<file path="src/sv/psbc_pkg.sv">
// Shared constants, register indexes and payload types of the seam blend and crop block.
// Used by every module and interface of the block; depends on nothing.

package psbc_pkg;

    // Canvas limits; columns and rows beyond them never reach the pipeline.
    localparam int MAX_WIDTH  = 2048;
    localparam int MAX_HEIGHT = 1024;

    localparam int COL_W   = $clog2(MAX_WIDTH);
    localparam int ROW_W   = $clog2(MAX_HEIGHT);
    localparam int SPAN_W  = COL_W + 1;   // holds MAX_WIDTH, crop width and fade width
    localparam int LINES_W = ROW_W + 1;   // holds MAX_HEIGHT and crop height

    localparam int CFG_DATA_W = (SPAN_W > LINES_W) ? SPAN_W : LINES_W;
    localparam int CFG_IDX_W  = 3;

    localparam logic [CFG_IDX_W-1:0] REG_BLEND_START = CFG_IDX_W'(0);
    localparam logic [CFG_IDX_W-1:0] REG_BLEND_END   = CFG_IDX_W'(1);
    localparam logic [CFG_IDX_W-1:0] REG_CROP_LEFT   = CFG_IDX_W'(2);
    localparam logic [CFG_IDX_W-1:0] REG_CROP_TOP    = CFG_IDX_W'(3);
    localparam logic [CFG_IDX_W-1:0] REG_CROP_WIDTH  = CFG_IDX_W'(4);
    localparam logic [CFG_IDX_W-1:0] REG_CROP_HEIGHT = CFG_IDX_W'(5);

    localparam logic [COL_W-1:0]   RST_BLEND_START = COL_W'(400);
    localparam logic [COL_W-1:0]   RST_BLEND_END   = COL_W'(600);
    localparam logic [COL_W-1:0]   RST_CROP_LEFT   = COL_W'(30);
    localparam logic [ROW_W-1:0]   RST_CROP_TOP    = ROW_W'(10);
    localparam logic [SPAN_W-1:0]  RST_CROP_WIDTH  = SPAN_W'(1040);
    localparam logic [LINES_W-1:0] RST_CROP_HEIGHT = LINES_W'(460);

    localparam int PIX_W   = 8;
    localparam int ALPHA_W = PIX_W + 1;                    // alpha runs 0..256
    localparam logic [ALPHA_W-1:0] ALPHA_ONE = ALPHA_W'(1) << PIX_W;
    localparam int Q_W     = ALPHA_W;                      // quotient runs 0..256
    localparam int NUM_W   = COL_W + ALPHA_W + 1;          // 512*i + w - 2
    localparam int DEN_W   = SPAN_W;                       // 2*(w - 1)
    localparam int PROD_W  = PIX_W + ALPHA_W;

    typedef struct packed {
        logic [COL_W-1:0]   blend_start;
        logic [COL_W-1:0]   blend_end;
        logic [COL_W-1:0]   crop_left;
        logic [ROW_W-1:0]   crop_top;
        logic [SPAN_W-1:0]  crop_width;
        logic [LINES_W-1:0] crop_height;
    } cfg_t;

    typedef struct packed {
        logic [PIX_W-1:0] c2;
        logic [PIX_W-1:0] c1;
        logic [PIX_W-1:0] c0;
    } rgb_t;

    // Pixel pair plus framing flags, carried unchanged down the pipeline
    typedef struct packed {
        rgb_t left;
        rgb_t right;
        logic row_end;
        logic frame_end;
    } lr_t;

    typedef struct packed {
        lr_t                px;
        logic               fixed;
        logic [ALPHA_W-1:0] alpha_fix;
        logic [NUM_W-1:0]   num;
        logic [DEN_W-1:0]   den;
    } div_req_t;

    typedef struct packed {
        lr_t                px;
        logic               fixed;
        logic [ALPHA_W-1:0] alpha_fix;
        logic [Q_W-1:0]     quo;
    } quo_t;

endpackage

</file>
<file path="src/sv/psbc_pixel_if.sv">
// Input channel of the seam blend and crop block: canvas position and both camera pixels.
// Depends on psbc_pkg.

interface psbc_pixel_if;
    logic                        valid;
    logic                        ready;
    logic [psbc_pkg::COL_W-1:0]  col;
    logic [psbc_pkg::ROW_W-1:0]  row;
    logic [psbc_pkg::PIX_W-1:0]  left_c0;
    logic [psbc_pkg::PIX_W-1:0]  left_c1;
    logic [psbc_pkg::PIX_W-1:0]  left_c2;
    logic [psbc_pkg::PIX_W-1:0]  right_c0;
    logic [psbc_pkg::PIX_W-1:0]  right_c1;
    logic [psbc_pkg::PIX_W-1:0]  right_c2;

    modport source (output valid, col, row, left_c0, left_c1, left_c2,
                    right_c0, right_c1, right_c2, input ready);
    modport sink   (input valid, col, row, left_c0, left_c1, left_c2,
                    right_c0, right_c1, right_c2, output ready);
endinterface

</file>
<file path="src/sv/psbc_result_if.sv">
// Output channel of the seam blend and crop block: composed pixel and framing flags.
// Depends on psbc_pkg.

interface psbc_result_if;
    logic                        valid;
    logic                        ready;
    logic [psbc_pkg::PIX_W-1:0]  out_c0;
    logic [psbc_pkg::PIX_W-1:0]  out_c1;
    logic [psbc_pkg::PIX_W-1:0]  out_c2;
    logic                        row_end;
    logic                        frame_end;

    modport source (output valid, out_c0, out_c1, out_c2, row_end, frame_end, input ready);
    modport sink   (input valid, out_c0, out_c1, out_c2, row_end, frame_end, output ready);
endinterface

</file>
<file path="src/sv/panorama_seam_blend_crop_unit.sv">
// Panorama seam blend and crop: one canvas pixel in, at most one composed pixel out.
// Depends on psbc_pkg, psbc_pixel_if, psbc_result_if, psbc_cfg, psbc_front,
// psbc_div and psbc_mix.
//
// pixel carries the canvas column and row with the remapped left and right
// camera pixels; result carries the blended pixel with row_end and frame_end.
// Both use valid/ready; a request moves when both are high. Pixels outside
// the crop window are taken and dropped without a result.
// The configuration port writes register wr_index with wr_data whenever wr_en
// is high; write only while no request is in flight.
// Throughput is one pixel per clock while result.ready stays high. A request
// passes two front end stages, nine divider stages (one quotient bit each)
// for the ramp, and two blend stages ending in the output register.
// When result.ready is low, each stage holds its request and the stages
// behind it keep filling any empty slots; pixel.ready falls only once every
// stage is full.
// Reset clears all valid bits and loads the register defaults; no clearing
// pass is needed.

module panorama_seam_blend_crop_unit
(
    input  logic                              clk,
    input  logic                              rst_n,
    input  logic                              wr_en,
    input  logic [psbc_pkg::CFG_IDX_W-1:0]    wr_index,
    input  logic [psbc_pkg::CFG_DATA_W-1:0]   wr_data,
    psbc_pixel_if.sink                        pixel,
    psbc_result_if.source                     result
);

    psbc_pkg::cfg_t      cfg;
    psbc_pkg::div_req_t  div_req;
    logic                div_req_valid;
    logic                div_req_ready;
    psbc_pkg::quo_t      div_rsp;
    logic                div_rsp_valid;
    logic                div_rsp_ready;

    psbc_cfg u_cfg
    (
        .clk      (clk),
        .rst_n    (rst_n),
        .wr_en    (wr_en),
        .wr_index (wr_index),
        .wr_data  (wr_data),
        .cfg      (cfg)
    );

    psbc_front u_front
    (
        .clk       (clk),
        .rst_n     (rst_n),
        .cfg       (cfg),
        .pixel     (pixel),
        .req       (div_req),
        .req_valid (div_req_valid),
        .req_ready (div_req_ready)
    );

    psbc_div u_div
    (
        .clk       (clk),
        .rst_n     (rst_n),
        .req       (div_req),
        .req_valid (div_req_valid),
        .req_ready (div_req_ready),
        .rsp       (div_rsp),
        .rsp_valid (div_rsp_valid),
        .rsp_ready (div_rsp_ready)
    );

    psbc_mix u_mix
    (
        .clk       (clk),
        .rst_n     (rst_n),
        .rsp       (div_rsp),
        .rsp_valid (div_rsp_valid),
        .rsp_ready (div_rsp_ready),
        .result    (result)
    );

    a_out_frame_row: assert property (@(posedge clk) disable iff (!rst_n)
        result.valid && result.frame_end |-> result.row_end)
        else $error("result frame end without row end");

endmodule

</file>
<file path="src/sv/psbc_cfg.sv">
// Configuration register bank of the seam blend and crop block.
// Depends on psbc_pkg.

module psbc_cfg
(
    input  logic                                clk,
    input  logic                                rst_n,
    input  logic                                wr_en,
    input  logic [psbc_pkg::CFG_IDX_W-1:0]      wr_index,
    input  logic [psbc_pkg::CFG_DATA_W-1:0]     wr_data,
    output psbc_pkg::cfg_t                      cfg
);

    psbc_pkg::cfg_t cfg_reg;

    always_ff @(posedge clk or negedge rst_n)
    begin
        if (!rst_n)
        begin
            cfg_reg.blend_start <= psbc_pkg::RST_BLEND_START;
            cfg_reg.blend_end   <= psbc_pkg::RST_BLEND_END;
            cfg_reg.crop_left   <= psbc_pkg::RST_CROP_LEFT;
            cfg_reg.crop_top    <= psbc_pkg::RST_CROP_TOP;
            cfg_reg.crop_width  <= psbc_pkg::RST_CROP_WIDTH;
            cfg_reg.crop_height <= psbc_pkg::RST_CROP_HEIGHT;
        end
        else if (wr_en)
        begin
            // drop writes to indexes beyond the bank
            unique case (wr_index)
                psbc_pkg::REG_BLEND_START:
                    cfg_reg.blend_start <= wr_data[psbc_pkg::COL_W-1:0];
                psbc_pkg::REG_BLEND_END:
                    cfg_reg.blend_end   <= wr_data[psbc_pkg::COL_W-1:0];
                psbc_pkg::REG_CROP_LEFT:
                    cfg_reg.crop_left   <= wr_data[psbc_pkg::COL_W-1:0];
                psbc_pkg::REG_CROP_TOP:
                    cfg_reg.crop_top    <= wr_data[psbc_pkg::ROW_W-1:0];
                psbc_pkg::REG_CROP_WIDTH:
                    cfg_reg.crop_width  <= wr_data[psbc_pkg::SPAN_W-1:0];
                psbc_pkg::REG_CROP_HEIGHT:
                    cfg_reg.crop_height <= wr_data[psbc_pkg::LINES_W-1:0];
                default:
                    cfg_reg <= cfg_reg;
            endcase
        end
    end

    assign cfg = cfg_reg;

endmodule

</file>
<file path="src/sv/psbc_front.sv">
// Two-stage front end: crop window test, framing flags, fade zone classification,
// and set-up of the alpha division. Depends on psbc_pkg and psbc_pixel_if.

module psbc_front
(
    input  logic                clk,
    input  logic                rst_n,
    input  psbc_pkg::cfg_t      cfg,
    psbc_pixel_if.sink          pixel,
    output psbc_pkg::div_req_t  req,
    output logic                req_valid,
    input  logic                req_ready
);

    typedef struct packed {
        psbc_pkg::lr_t                   px;
        logic                            left_side;
        logic                            right_side;
        logic [psbc_pkg::SPAN_W-1:0]     w;
        logic [psbc_pkg::COL_W-1:0]      i;
    } cls_t;

    localparam int XS_W = psbc_pkg::SPAN_W + 1;
    localparam int YS_W = psbc_pkg::LINES_W + 1;

    logic [XS_W-1:0]                x_sum;
    logic [YS_W-1:0]                y_sum;
    logic [psbc_pkg::SPAN_W-1:0]    x_end;
    logic [psbc_pkg::LINES_W-1:0]   y_end;
    logic [psbc_pkg::SPAN_W-1:0]    col_x;
    logic [psbc_pkg::LINES_W-1:0]   row_x;
    logic [psbc_pkg::SPAN_W-1:0]    s_x;
    logic [psbc_pkg::SPAN_W-1:0]    e_x;
    logic                           in_window;
    logic                           last_col;
    logic                           last_row;
    cls_t                           cls_next;
    cls_t                           cls_reg;
    logic                           cls_valid_reg;
    logic                           cls_ready;
    psbc_pkg::div_req_t             req_next;
    psbc_pkg::div_req_t             req_reg;
    logic                           req_valid_reg;
    logic                           req_free;

    // Stage 1: window, flags and zone
    always_comb
    begin
        x_sum = XS_W'(cfg.crop_left) + XS_W'(cfg.crop_width);
        y_sum = YS_W'(cfg.crop_top) + YS_W'(cfg.crop_height);
        x_end = (x_sum > XS_W'(psbc_pkg::MAX_WIDTH)) ?
                psbc_pkg::SPAN_W'(psbc_pkg::MAX_WIDTH) : x_sum[psbc_pkg::SPAN_W-1:0];
        y_end = (y_sum > YS_W'(psbc_pkg::MAX_HEIGHT)) ?
                psbc_pkg::LINES_W'(psbc_pkg::MAX_HEIGHT) : y_sum[psbc_pkg::LINES_W-1:0];
        col_x = psbc_pkg::SPAN_W'(pixel.col);
        row_x = psbc_pkg::LINES_W'(pixel.row);

        in_window = (pixel.col >= cfg.crop_left) && (col_x < x_end) &&
                    (pixel.row >= cfg.crop_top) && (row_x < y_end);
        last_col = (col_x + psbc_pkg::SPAN_W'(1)) == x_end;
        last_row = (row_x + psbc_pkg::LINES_W'(1)) == y_end;

        // effective end is at least one past the start
        s_x = psbc_pkg::SPAN_W'(cfg.blend_start);
        e_x = (cfg.blend_end > cfg.blend_start) ? psbc_pkg::SPAN_W'(cfg.blend_end)
                                                : s_x + psbc_pkg::SPAN_W'(1);

        cls_next.px.left.c0   = pixel.left_c0;
        cls_next.px.left.c1   = pixel.left_c1;
        cls_next.px.left.c2   = pixel.left_c2;
        cls_next.px.right.c0  = pixel.right_c0;
        cls_next.px.right.c1  = pixel.right_c1;
        cls_next.px.right.c2  = pixel.right_c2;
        cls_next.px.row_end   = last_col;
        cls_next.px.frame_end = last_col && last_row;
        cls_next.left_side    = pixel.col < cfg.blend_start;
        cls_next.right_side   = col_x >= e_x;
        cls_next.w            = e_x - s_x;
        cls_next.i            = pixel.col - cfg.blend_start;
    end

    // Stage 2: fixed alpha or numerator and denominator of the ramp
    always_comb
    begin
        req_next.px        = cls_reg.px;
        req_next.fixed     = cls_reg.left_side || cls_reg.right_side ||
                             (cls_reg.w == psbc_pkg::SPAN_W'(1));
        req_next.alpha_fix = cls_reg.right_side ? '0 : psbc_pkg::ALPHA_ONE;
        req_next.num       = psbc_pkg::NUM_W'({cls_reg.i, {psbc_pkg::ALPHA_W{1'b0}}})
                             + psbc_pkg::NUM_W'(cls_reg.w) - psbc_pkg::NUM_W'(2);
        req_next.den       = psbc_pkg::DEN_W'({cls_reg.w - psbc_pkg::SPAN_W'(1), 1'b0});
    end

    assign req_free    = !req_valid_reg || req_ready;
    assign cls_ready   = !cls_valid_reg || req_free;
    assign pixel.ready = cls_ready;

    always_ff @(posedge clk or negedge rst_n)
    begin
        if (!rst_n)
        begin
            cls_valid_reg <= 1'b0;
            req_valid_reg <= 1'b0;
        end
        else
        begin
            // drop requests outside the crop window here
            if (cls_ready)
            begin
                cls_valid_reg <= pixel.valid && in_window;
            end
            if (req_free)
            begin
                req_valid_reg <= cls_valid_reg;
            end
        end
    end

    always_ff @(posedge clk)
    begin
        if (cls_ready && pixel.valid)
        begin
            cls_reg <= cls_next;
        end
        if (req_free && cls_valid_reg)
        begin
            req_reg <= req_next;
        end
    end

    assign req       = req_reg;
    assign req_valid = req_valid_reg;

    a_frame_implies_row: assert property (@(posedge clk) disable iff (!rst_n)
        cls_valid_reg && cls_reg.px.frame_end |-> cls_reg.px.row_end)
        else $error("frame end flagged without row end");

endmodule

</file>
<file path="src/sv/psbc_div.sv">
// Pipelined restoring divider for the cross-fade ramp, one quotient bit per stage.
// Depends on psbc_pkg.

module psbc_div
(
    input  logic                clk,
    input  logic                rst_n,
    input  psbc_pkg::div_req_t  req,
    input  logic                req_valid,
    output logic                req_ready,
    output psbc_pkg::quo_t      rsp,
    output logic                rsp_valid,
    input  logic                rsp_ready
);

    localparam int STAGES = psbc_pkg::Q_W;

    typedef struct packed {
        psbc_pkg::lr_t                   px;
        logic                            fixed;
        logic [psbc_pkg::ALPHA_W-1:0]    alpha_fix;
        logic [psbc_pkg::NUM_W-1:0]      rem;
        logic [psbc_pkg::DEN_W-1:0]      den;
        logic [psbc_pkg::Q_W-1:0]        quo;
    } div_st_t;

    div_st_t            st_src  [STAGES];
    div_st_t            st_next [STAGES];
    div_st_t            st_reg  [STAGES];
    logic [STAGES-1:0]  v_reg;
    logic [STAGES-1:0]  adv;
    logic [STAGES-1:0]  src_valid;

    // Stall each stage only while it holds a request that cannot move on
    always_comb
    begin
        adv[STAGES-1] = !v_reg[STAGES-1] || rsp_ready;
        for (int k = STAGES - 2; k >= 0; k--)
        begin
            adv[k] = !v_reg[k] || adv[k+1];
        end
    end

    assign req_ready = adv[0];

    for (genvar k = 0; k < STAGES; k++)
    begin : g_stage
        localparam int BIT = STAGES - 1 - k;
        logic [psbc_pkg::NUM_W-1:0] trial;

        if (k == 0)
        begin : g_first
            always_comb
            begin
                st_src[k].px        = req.px;
                st_src[k].fixed     = req.fixed;
                st_src[k].alpha_fix = req.alpha_fix;
                st_src[k].rem       = req.num;
                st_src[k].den       = req.den;
                st_src[k].quo       = '0;
            end
            assign src_valid[k] = req_valid;
        end
        else
        begin : g_rest
            assign st_src[k]    = st_reg[k-1];
            assign src_valid[k] = v_reg[k-1];
        end

        always_comb
        begin
            trial      = psbc_pkg::NUM_W'(st_src[k].den) << BIT;
            st_next[k] = st_src[k];
            if (st_src[k].rem >= trial)
            begin
                st_next[k].rem      = st_src[k].rem - trial;
                st_next[k].quo[BIT] = 1'b1;
            end
        end

        always_ff @(posedge clk)
        begin
            if (adv[k] && src_valid[k])
            begin
                st_reg[k] <= st_next[k];
            end
        end
    end

    always_ff @(posedge clk or negedge rst_n)
    begin
        if (!rst_n)
        begin
            v_reg <= '0;
        end
        else
        begin
            for (int k = 0; k < STAGES; k++)
            begin
                if (adv[k])
                begin
                    v_reg[k] <= src_valid[k];
                end
            end
        end
    end

    always_comb
    begin
        rsp.px        = st_reg[STAGES-1].px;
        rsp.fixed     = st_reg[STAGES-1].fixed;
        rsp.alpha_fix = st_reg[STAGES-1].alpha_fix;
        rsp.quo       = st_reg[STAGES-1].quo;
    end

    assign rsp_valid = v_reg[STAGES-1];

    a_quo_range: assert property (@(posedge clk) disable iff (!rst_n)
        v_reg[STAGES-1] && !st_reg[STAGES-1].fixed
        |-> st_reg[STAGES-1].quo <= psbc_pkg::ALPHA_ONE)
        else $error("ramp quotient above full scale");

    a_rem_below_den: assert property (@(posedge clk) disable iff (!rst_n)
        v_reg[STAGES-1] && !st_reg[STAGES-1].fixed
        |-> st_reg[STAGES-1].rem < psbc_pkg::NUM_W'(st_reg[STAGES-1].den))
        else $error("division left a remainder not below the divisor");

endmodule

</file>
<file path="src/sv/psbc_mix.sv">
// Alpha blend of the three channels: weighted products, then sum and scale into
// the output register. Depends on psbc_pkg and psbc_result_if.

module psbc_mix
(
    input  logic                clk,
    input  logic                rst_n,
    input  psbc_pkg::quo_t      rsp,
    input  logic                rsp_valid,
    output logic                rsp_ready,
    psbc_result_if.source       result
);

    localparam int CH = 3;

    logic [psbc_pkg::PIX_W-1:0]    lv [CH];
    logic [psbc_pkg::PIX_W-1:0]    rv [CH];
    logic [psbc_pkg::ALPHA_W-1:0]  alpha;
    logic [psbc_pkg::ALPHA_W-1:0]  beta;
    logic [psbc_pkg::PROD_W-1:0]   lp_next [CH];
    logic [psbc_pkg::PROD_W-1:0]   rp_next [CH];
    logic [psbc_pkg::PROD_W-1:0]   lp_reg  [CH];
    logic [psbc_pkg::PROD_W-1:0]   rp_reg  [CH];
    logic [psbc_pkg::PROD_W-1:0]   sum     [CH];
    logic [psbc_pkg::ALPHA_W-1:0]  alpha_reg;
    logic                          row_end_reg;
    logic                          frame_end_reg;
    logic                          prod_valid_reg;
    logic                          prod_ready;
    logic [psbc_pkg::PIX_W-1:0]    out_reg [CH];
    logic                          out_row_end_reg;
    logic                          out_frame_end_reg;
    logic                          out_valid_reg;
    logic                          out_free;

    always_comb
    begin
        lv[0] = rsp.px.left.c0;
        lv[1] = rsp.px.left.c1;
        lv[2] = rsp.px.left.c2;
        rv[0] = rsp.px.right.c0;
        rv[1] = rsp.px.right.c1;
        rv[2] = rsp.px.right.c2;
        alpha = rsp.fixed ? rsp.alpha_fix : psbc_pkg::ALPHA_ONE - rsp.quo;
        beta  = psbc_pkg::ALPHA_ONE - alpha;
        for (int c = 0; c < CH; c++)
        begin
            lp_next[c] = psbc_pkg::PROD_W'(lv[c]) * psbc_pkg::PROD_W'(alpha);
            rp_next[c] = psbc_pkg::PROD_W'(rv[c]) * psbc_pkg::PROD_W'(beta);
        end
    end

    always_comb
    begin
        for (int c = 0; c < CH; c++)
        begin
            sum[c] = lp_reg[c] + rp_reg[c];
        end
    end

    assign out_free   = !out_valid_reg || result.ready;
    assign prod_ready = !prod_valid_reg || out_free;
    assign rsp_ready  = prod_ready;

    always_ff @(posedge clk or negedge rst_n)
    begin
        if (!rst_n)
        begin
            prod_valid_reg <= 1'b0;
            out_valid_reg  <= 1'b0;
        end
        else
        begin
            if (prod_ready)
            begin
                prod_valid_reg <= rsp_valid;
            end
            if (out_free)
            begin
                out_valid_reg <= prod_valid_reg;
            end
        end
    end

    always_ff @(posedge clk)
    begin
        if (prod_ready && rsp_valid)
        begin
            lp_reg        <= lp_next;
            rp_reg        <= rp_next;
            alpha_reg     <= alpha;
            row_end_reg   <= rsp.px.row_end;
            frame_end_reg <= rsp.px.frame_end;
        end
        // hold the result while the receiver stalls
        if (out_free && prod_valid_reg)
        begin
            for (int c = 0; c < CH; c++)
            begin
                out_reg[c] <= sum[c][psbc_pkg::PIX_W +: psbc_pkg::PIX_W];
            end
            out_row_end_reg   <= row_end_reg;
            out_frame_end_reg <= frame_end_reg;
        end
    end

    assign result.valid     = out_valid_reg;
    assign result.out_c0    = out_reg[0];
    assign result.out_c1    = out_reg[1];
    assign result.out_c2    = out_reg[2];
    assign result.row_end   = out_row_end_reg;
    assign result.frame_end = out_frame_end_reg;

    a_alpha_range: assert property (@(posedge clk) disable iff (!rst_n)
        prod_valid_reg |-> alpha_reg <= psbc_pkg::ALPHA_ONE)
        else $error("blend weight above full scale");

endmodule

</file>
<file path="src/flat_wrapper.sv">
// flat-port wrapper written by rule: the top's interface ports become plain ports
module panorama_seam_blend_crop_unit_flat 
  (clk, rst_n, wr_en, wr_index, wr_data, pixel_valid, pixel_col, pixel_row, pixel_left_c0, pixel_left_c1, pixel_left_c2, pixel_right_c0, pixel_right_c1, pixel_right_c2, pixel_ready, result_valid, result_out_c0, result_out_c1, result_out_c2, result_row_end, result_frame_end, result_ready);
  psbc_pixel_if pixel_i ();
  psbc_result_if result_i ();
  input  logic clk;
  input  logic rst_n;
  input  logic wr_en;
  input  logic [psbc_pkg::CFG_IDX_W-1:0] wr_index;
  input  logic [psbc_pkg::CFG_DATA_W-1:0] wr_data;
  input wire logic [$bits(pixel_i.valid)-1:0] pixel_valid;
  input wire logic [$bits(pixel_i.col)-1:0] pixel_col;
  input wire logic [$bits(pixel_i.row)-1:0] pixel_row;
  input wire logic [$bits(pixel_i.left_c0)-1:0] pixel_left_c0;
  input wire logic [$bits(pixel_i.left_c1)-1:0] pixel_left_c1;
  input wire logic [$bits(pixel_i.left_c2)-1:0] pixel_left_c2;
  input wire logic [$bits(pixel_i.right_c0)-1:0] pixel_right_c0;
  input wire logic [$bits(pixel_i.right_c1)-1:0] pixel_right_c1;
  input wire logic [$bits(pixel_i.right_c2)-1:0] pixel_right_c2;
  output wire logic [$bits(pixel_i.ready)-1:0] pixel_ready;
  output wire logic [$bits(result_i.valid)-1:0] result_valid;
  output wire logic [$bits(result_i.out_c0)-1:0] result_out_c0;
  output wire logic [$bits(result_i.out_c1)-1:0] result_out_c1;
  output wire logic [$bits(result_i.out_c2)-1:0] result_out_c2;
  output wire logic [$bits(result_i.row_end)-1:0] result_row_end;
  output wire logic [$bits(result_i.frame_end)-1:0] result_frame_end;
  input wire logic [$bits(result_i.ready)-1:0] result_ready;
  assign pixel_i.valid = pixel_valid;
  assign pixel_i.col = pixel_col;
  assign pixel_i.row = pixel_row;
  assign pixel_i.left_c0 = pixel_left_c0;
  assign pixel_i.left_c1 = pixel_left_c1;
  assign pixel_i.left_c2 = pixel_left_c2;
  assign pixel_i.right_c0 = pixel_right_c0;
  assign pixel_i.right_c1 = pixel_right_c1;
  assign pixel_i.right_c2 = pixel_right_c2;
  assign pixel_ready = pixel_i.ready;
  assign result_valid = result_i.valid;
  assign result_out_c0 = result_i.out_c0;
  assign result_out_c1 = result_i.out_c1;
  assign result_out_c2 = result_i.out_c2;
  assign result_row_end = result_i.row_end;
  assign result_frame_end = result_i.frame_end;
  assign result_i.ready = result_ready;
  panorama_seam_blend_crop_unit u_core (.clk(clk), .rst_n(rst_n), .wr_en(wr_en), .wr_index(wr_index), .wr_data(wr_data), .pixel(pixel_i), .result(result_i));
endmodule
</file>
<file path="config.mk">
export PLATFORM = sky130hd
export DESIGN_NAME = panorama_seam_blend_crop_unit_flat
export DESIGN_NICKNAME = d
export VERILOG_FILES = /design/src/sv/psbc_pkg.sv /design/src/sv/psbc_pixel_if.sv /design/src/sv/psbc_result_if.sv /design/src/sv/panorama_seam_blend_crop_unit.sv /design/src/sv/psbc_cfg.sv /design/src/sv/psbc_front.sv /design/src/sv/psbc_div.sv /design/src/sv/psbc_mix.sv /design/src/flat_wrapper.sv
export SDC_FILE = /design/constraint.sdc
export NUM_CORES = 2
export LEC_CHECK = 0
export ABC_AREA = 1
export BUFFER_PORTS_ARGS = -buffer_cell sky130_fd_sc_hd__buf_2
export CAP_MARGIN = 10
export CORE_UTILIZATION = 65
export DETAILED_ROUTE_END_ITERATION = 10
export PLACE_DENSITY_LB_ADDON = 0.15
export RECOVER_POWER = 25
export SYNTH_ARGS = -nofsm -noshare
export SYNTH_HDL_FRONTEND = slang
export SYNTH_SLANG_ARGS = --single-unit
</file>
<file path="constraint.sdc">
create_clock -name clk -period 14.9 [get_ports clk]
set_input_delay 2.98 -clock clk [delete_from_list [all_inputs] [get_ports clk]]
set_output_delay 2.98 -clock clk [all_outputs]
set_load 0.03 [all_outputs]
</file>
* After elaboration in Yosys (flattened, before gate mapping)
Memories as Yosys holds them, arrays and structs flattened. Index checks and enable logic that the tools add are counted.
Operators by class: $add $sub $neg 24, multiply operators 6, magnitude comparators 18, eq/ne operators 8, mux-type cells 43, reductions and logical operators 53
Operators by type and width (number):
- $mux W21 | 9
- $mul A8 B9 Y16 | 6
- $add A16 B16 Y16 | 3
- $mux W1 | 29
- $add A11 B1 Y12 const B | 2
- $mux W12 | 2
- $add A20 B12 Y21 | 1
- $ge A21 B12 Y1 | 1
- $ge A21 B13 Y1 | 1
- $ge A21 B14 Y1 | 1
- $ge A21 B15 Y1 | 1
- $ge A21 B16 Y1 | 1
- $ge A21 B17 Y1 | 1
- $ge A21 B18 Y1 | 1
- $ge A21 B19 Y1 | 1
- $ge A21 B20 Y1 | 1
- $sub A21 B12 Y21 | 1
- $sub A21 B13 Y21 | 1
- $sub A21 B14 Y21 | 1
- $sub A21 B15 Y21 | 1
- $sub A21 B16 Y21 | 1
- $sub A21 B17 Y21 | 1
- $sub A21 B18 Y21 | 1
- $sub A21 B19 Y21 | 1
- other kinds (31) | 83
Word-level totals: register bits after elaboration 346, RAM bits 942, bits of input ports 89, memories 2
Memory list:
- u_core.u_div.st_reg | depth 9, width 102, rd ports 9, clocked after memory_dff 0, wr ports 9, line psbc_div.sv:29 | div_st_t st_reg [STAGES];
- u_core.u_mix.out_reg | depth 3, width 8, rd ports 3, clocked after memory_dff 0, wr ports 3, line psbc_mix.sv:30 | logic [psbc_pkg::PIX_W-1:0] out_reg [CH];

* Longest topological paths before layout
word-level depth 15, mapped depth 33, depth with buffers taken out 32

* Cells and area by module
A second synthesis with hierarchy kept.
Second synthesis, totals: cells, all modules 6405, area total of the unflattened synthesis 68195.4 um^2
Modules (own cells, without submodules):
- psbc_div | instances 1, cells each 2752, area each 35691.7 um^2, seq. area each 25719.7 um^2
- psbc_mix | instances 1, cells each 2142, area each 18809.3 um^2, seq. area each 3773.6 um^2
- psbc_front | instances 1, cells each 1211, area each 11045.6 um^2, seq. area each 4824.6 um^2
- psbc_cfg | instances 1, cells each 300, area each 2648.8 um^2, seq. area each 1676.6 um^2

* Worst setup path before layout
Ideal clock, no wire load.
path type input-to-reg, start in result_ready, end reg u_core.u_front.cls_reg[0] (netlist name) (enable), setup time 0.624 ns, data arrival time 9.258 ns, data required time 14.276 ns, slack 5.018 ns, cell stages on the path 16, buffers on the path 0, path through nor2_1 > inv_1 > nor2_1 > inv_1 > nor2_1 > inv_1 > nor2_2 > nand2_1 > nor2_2 > nand2_2 > nor2_2 > nand2_1 > nor2_2 > nand2_2 > nor2_2 > a21boi_0
Between the ends: cells in the longest elaborated chain, start to end 14
RTL lines:
- start: declaration | line flat_wrapper.sv:27 | input wire logic [$bits(result_i.ready)-1:0] result_ready;
- $logic_or A1 B1 Y1 | line psbc_mix.sv:61 | assign out_free = !out_valid_reg || result.ready;
- $logic_or A1 B1 Y1 | line psbc_mix.sv:62 | assign prod_ready = !prod_valid_reg || out_free;
- $logic_or A1 B1 Y1 | line psbc_div.sv:37 | adv[STAGES-1] = !v_reg[STAGES-1] || rsp_ready;
- $logic_or A1 B1 Y1 (8 in a row) | line psbc_div.sv:40 | adv[k] = !v_reg[k] || adv[k+1];
- $logic_or A1 B1 Y1 | line psbc_front.sv:94 | assign req_free = !req_valid_reg || req_ready;
- $logic_or A1 B1 Y1 | line psbc_front.sv:95 | assign cls_ready = !cls_valid_reg || req_free;
- $logic_and A1 B1 Y1 | line psbc_front.sv:121 | if (cls_ready && pixel.valid)
- end signal: assignment | line psbc_front.sv:123 | cls_reg <= cls_next;
- end: declaration | line psbc_front.sv:38 | cls_t cls_reg;
Every way passes these cells. A chain may end at the register's enable or synchronous reset.

* Final worst setup path
start in result_ready, end out pixel_ready
Between the ends: cells in the longest elaborated chain, start to end 13
RTL lines:
- $logic_or A1 B1 Y1 | line psbc_mix.sv:61
- $logic_or A1 B1 Y1 | line psbc_mix.sv:62
- $logic_or A1 B1 Y1 | line psbc_div.sv:37
- $logic_or A1 B1 Y1 (8 in a row) | line psbc_div.sv:40
- $logic_or A1 B1 Y1 | line psbc_front.sv:94
- $logic_or A1 B1 Y1 | line psbc_front.sv:95
- end: declaration | line flat_wrapper.sv:20 | output wire logic [$bits(pixel_i.ready)-1:0] pixel_ready;
Every way passes these cells.

==> summary.md <==
| Metric | Value |
|---|---|
| Run status | finished clean |
| WP data required | 11.92 ns |
| CP startpoint kind | input port |
| Final hold vios | 0 |
| Cell mode on critical path | nor2_2 |
| Dpl ws | 6.26 ns |
| DR pass1 iterations | 6 |
| Clock Sinks | 1131 |
| Final Cycle Share | 58.1% |
| Avg Vias per Cell | 5.49 |
| # fillers | 6462 |
| Crit path to | pixel_ready |
| Worst Max-Slew Pin Slew | 1.08 ns |
| Clk slew on worst S/H paths | 0.06 ns |
| Max reg flops | 769 |
| Synth Instances | 5359 |
| Max_slew headroom | 26.2% |
| Area grow syn2layout | 9.52% |
| Yosys cell types | 60 |
| Leakage power | 28.7 nW |
| Clock Tree Root | clkbuf_16 |
| Cts bufs inserted | 110 |
| Register area share after synthesis | 54.9% |
| Reg2reg end | u_core.u_mix.rp_reg[32] |
| H-tree depth | 3 |
| Drt drc | 0 |
| Syn Area/Cell | 11.4 um^2 |
| CP cell instances | buf_2, nor2_1, inv_1, nor2_1, inv_1, nor2_1, inv_1, nor2_2, nand2_1, nor2_2, nand2_2, nor2_2, nand2_1, nor2_2, nand2_2, nor2_2, nand2_1, buf_2 |
| I/O pins | 117 |
| Fraction of layout cells with a size suffix above 1 | 6.91% |
| DR WL/cell | 17.6 um |
| Data arrival, critical path | 5.67 ns |
| CTS tree | done |
| Post-Syn Area | 61200 um^2 |
| Synth Register Bits | 1131 |
| FF-to-FF Start | u_core.u_div.st_reg[0][816] |
| Routed Wire Length | 121000 um |
| CP max stage delay | 0.25 ns |
| Cell row count | 112 |
| Vert. Die Dim | 309 um |
| Slowest cell on crit path | nor2_2 |
| Cell count after placement | 6683 |
| Resized Gates After CTS | 0 |
| Placed standard-cell area | 63300 um^2 |
| Post-layout util | 71.8% |
| Port Buffer Count | 116 |
| Final instance area | 67000 um^2 |
| Cell Pwr Density | 191 nW/um^2 |
| Worst Hold Class | reg2reg |
| Crit path launch | result_ready |
| Fin nets | 6383 |
| WP buf/inv | 5 |
| Post-synth EDFFs | 1052 |
| Met3 WL post-DR | 7750 um |
| FFs w/ async S/R, synth | 6.98% |
| Max Freq | 116 MHz |
| Vias in the first global route | 37800 |
| RSZ-0062 raised after global routing | false |
| Initial antenna violation count | 7 |
| Setup TNS | 0 ns |
| CP endpoint kind | output port |
| R2r setup slk | 6.94 ns |
| DR top layer | met5 |
| Critical path's top delay family | simple AND/OR/NAND/NOR gates |
| Clock latency on the worst-skew pair | 0.73 ns |
| Reg2Reg Depth | 26 |
| Max FO, Critical Path | 4 |
| Vias | 37800 |
| Clock Skews | 0.0652 ns |
| Post-DP HPWL | 87000 um |
| Final setup fails | 0 |
| Worst Slack Setup Final | 6.25 ns |
| Total design power | 12.8 mW |
| Gpl congestion | 0.943 |
| Worst Setup Path Type | in2out |
| Final non-filler cell total | 6886 |
| Total gr overflow | 0 |
| Ys flop type | edfxtp_1 |
| GRT Resource Usage Total | 26.2% |
| Core area | 93300 um^2 |
| Setup Buffers After CTS | 0 |
| Tmin final | 8.65 ns |
| Final ANT Viol Nets | 0 |
| Chip Width | 309 um |
| Met2 wire length | 56700 um |
| Max-slew violation count | 0 |
| First-pass GRT wire length | 195000 um |
| Die area | 95400 um^2 |
| Crit. path cell count | 18 |
| Initial Util | 65.6% |
| Max Cap Violations | 0 |
| Synth warn | 0 |
| Drt first-iter violations | 3057 |
| Maximum vdd drop | 0.157 mV |
| CTS Hold Bufs | 0 |
| Worst hold slack | 0.375 ns |
| Synth Net Count | 6201 |
| Clock Path Buffers | 3 |
| Largest net degree at the start of global routing | 75 |
| WL met1 | 53300 um |
| Ant. Diodes | 0 |
==> layout by cell type (no fill, tap or decap), types with 12 or more instances in the layout <==
cell type | netlist | routed
edfxtp_1 | 1052 | 1052
inv_1 | 875 | 869
nand2_1 | 794 | 794
ha_1 | 494 | 494
nor2_1 | 486 | 482
a21oi_1 | 274 | 272
fa_1 | 259 | 259
o21ai_0 | 239 | 239
xor2_1 | 176 | 176
nand3_1 | 148 | 148
buf_2 | 14 | 115
clkbuf_16 | 0 | 110
xnor2_1 | 102 | 102
dfrtp_1 | 59 | 59
nand4_1 | 44 | 44
nor3_1 | 34 | 34
clkbuf_1 | 41 | 26
clkinv_1 | 4 | 24
buf_4 | 3 | 20
dfstp_2 | 20 | 20
clkinv_2 | 0 | 19
nand3b_1 | 18 | 18
nand2_2 | 17 | 17
o21ai_1 | 16 | 16
a21boi_0 | 17 | 16
nor4_1 | 16 | 16
bufinv_16 | 0 | 16
a21o_1 | 14 | 14
or2_2 | 13 | 13
nor2_2 | 11 | 12
o21bai_1 | 12 | 12
==> per-layer routing <==
layer / up-vias / global-route usage, %
met1: 18100 / 36.5
met2: 1096 / 42.9
met3: 234 / 4.27
met5: - / 0
met4: 4 / 7.66
li1: 18300 / -
==> layout make-up <==
| type | instances | area, um^2 | share of cell area [%] |
|---|---|---|---|
| multi-input cells | 3275 | 24100 | 35.9 |
| clock inverters | 65 | 885 | 1.32 |
| well taps | 1254 | 1570 | 2.34 |
| flip-flops and latches | 1131 | 33600 | 50.1 |
| clock buffers | 138 | 2880 | 4.29 |
| repair buffers | 135 | 726 | 1.08 |
| inverters | 888 | 3340 | 4.98 |
==> cell usage after synthesis, types with 8 or more instances <==
library cell,number,area share (%)
a21boi_0,17,0.21
clkbuf_1,41,0.25
o21bai_1,12,0.15
o31ai_1,9,0.11
nor4_1,16,0.16
nand2_2,17,0.17
inv_2,8,0.049
dfstp_2,20,0.86
xnor2_1,102,1.5
nand2_1,794,4.9
buf_2,14,0.11
a21o_1,14,0.17
edfxtp_1,1052,52
nand3_1,148,1.2
xor2_1,176,2.5
o211ai_1,10,0.12
nor2_2,11,0.11
o21ai_0,239,2.0
nor2_1,486,3.0
or2_2,13,0.13
a31oi_1,9,0.092
o21ai_1,16,0.13
nor3_1,34,0.28
fa_1,259,8.5
ha_1,494,10
nand4_1,44,0.45
nand3b_1,18,0.22
inv_1,875,5.4
a21oi_1,274,2.2
dfrtp_1,59,2.4
==> worst reg2reg max path, stage by stage, from the launching register on <==
cell and delay (ns):
edfxtp_1 0.41, inv_2 0.10, ha_1 0.16, nand2_1 0.09
nor2_2 0.14, nand4_1 0.15, nand3_1 0.54, clkinv_1 0.78
o21ai_0 0.26, nand2_1 0.42, inv_1 0.60, nand2_1 0.16
fa_1 0.52, inv_1 0.05, fa_1 0.46, fa_1 0.56
inv_1 0.06, fa_1 0.53, inv_1 0.04, ha_1 0.34
a21oi_1 0.17, o21ai_0 0.09, a21oi_1 0.23, o21ai_0 0.17
a21o_1 0.18, a21oi_1 0.17, xnor3_1 0.32
==> logic make-up (layout without fill, tap and decap cells) <==
family                     count (synthesis)  in the layout  share of synthesized area, %
xor gates and xnor gates                 279            279                          4.01
buffers and inverters                    953           1226                          5.93
and+or+nand+nor                         1595           1595                          10.8
adders and majority gates                753            753                          18.6
DFF                                     1131           1131                          54.9
muxes                                      2              2                        0.0368
AOI/OAI and AO/OA                        646            646                          5.82
==> power breakdown <==
part           switching, mW  total [mW]  leakage, nW  internal [mW]
logic                   3.33        5.30         16.3           1.97
registers              0.248        4.64         10.6           4.40
clock network           1.21        2.87         1.82           1.66
==> worst min-delay path by stage <==
| stage | startpoint | endpoint | cells after the start |
|---|---|---|---|
| finish | u_core.u_div.st_reg[0][312] | u_core.u_div.st_reg[0][414] | 0 |
| global route | u_core.u_div.st_reg[0][561] | u_core.u_div.st_reg[0][663] | 0 |
| CTS | u_core.u_div.st_reg[0][312] | u_core.u_div.st_reg[0][414] | 0 |
| detailed placement | u_core.u_div.st_reg[0][58] | u_core.u_div.st_reg[0][160] | 0 |
| global placement | u_core.u_front.req[84] | u_core.u_div.st_reg[0][93] | 0 |
| floorplan | u_core.u_front.req[91] | u_core.u_div.st_reg[0][100] | 0 |
(Power assumes the default switching activity.)
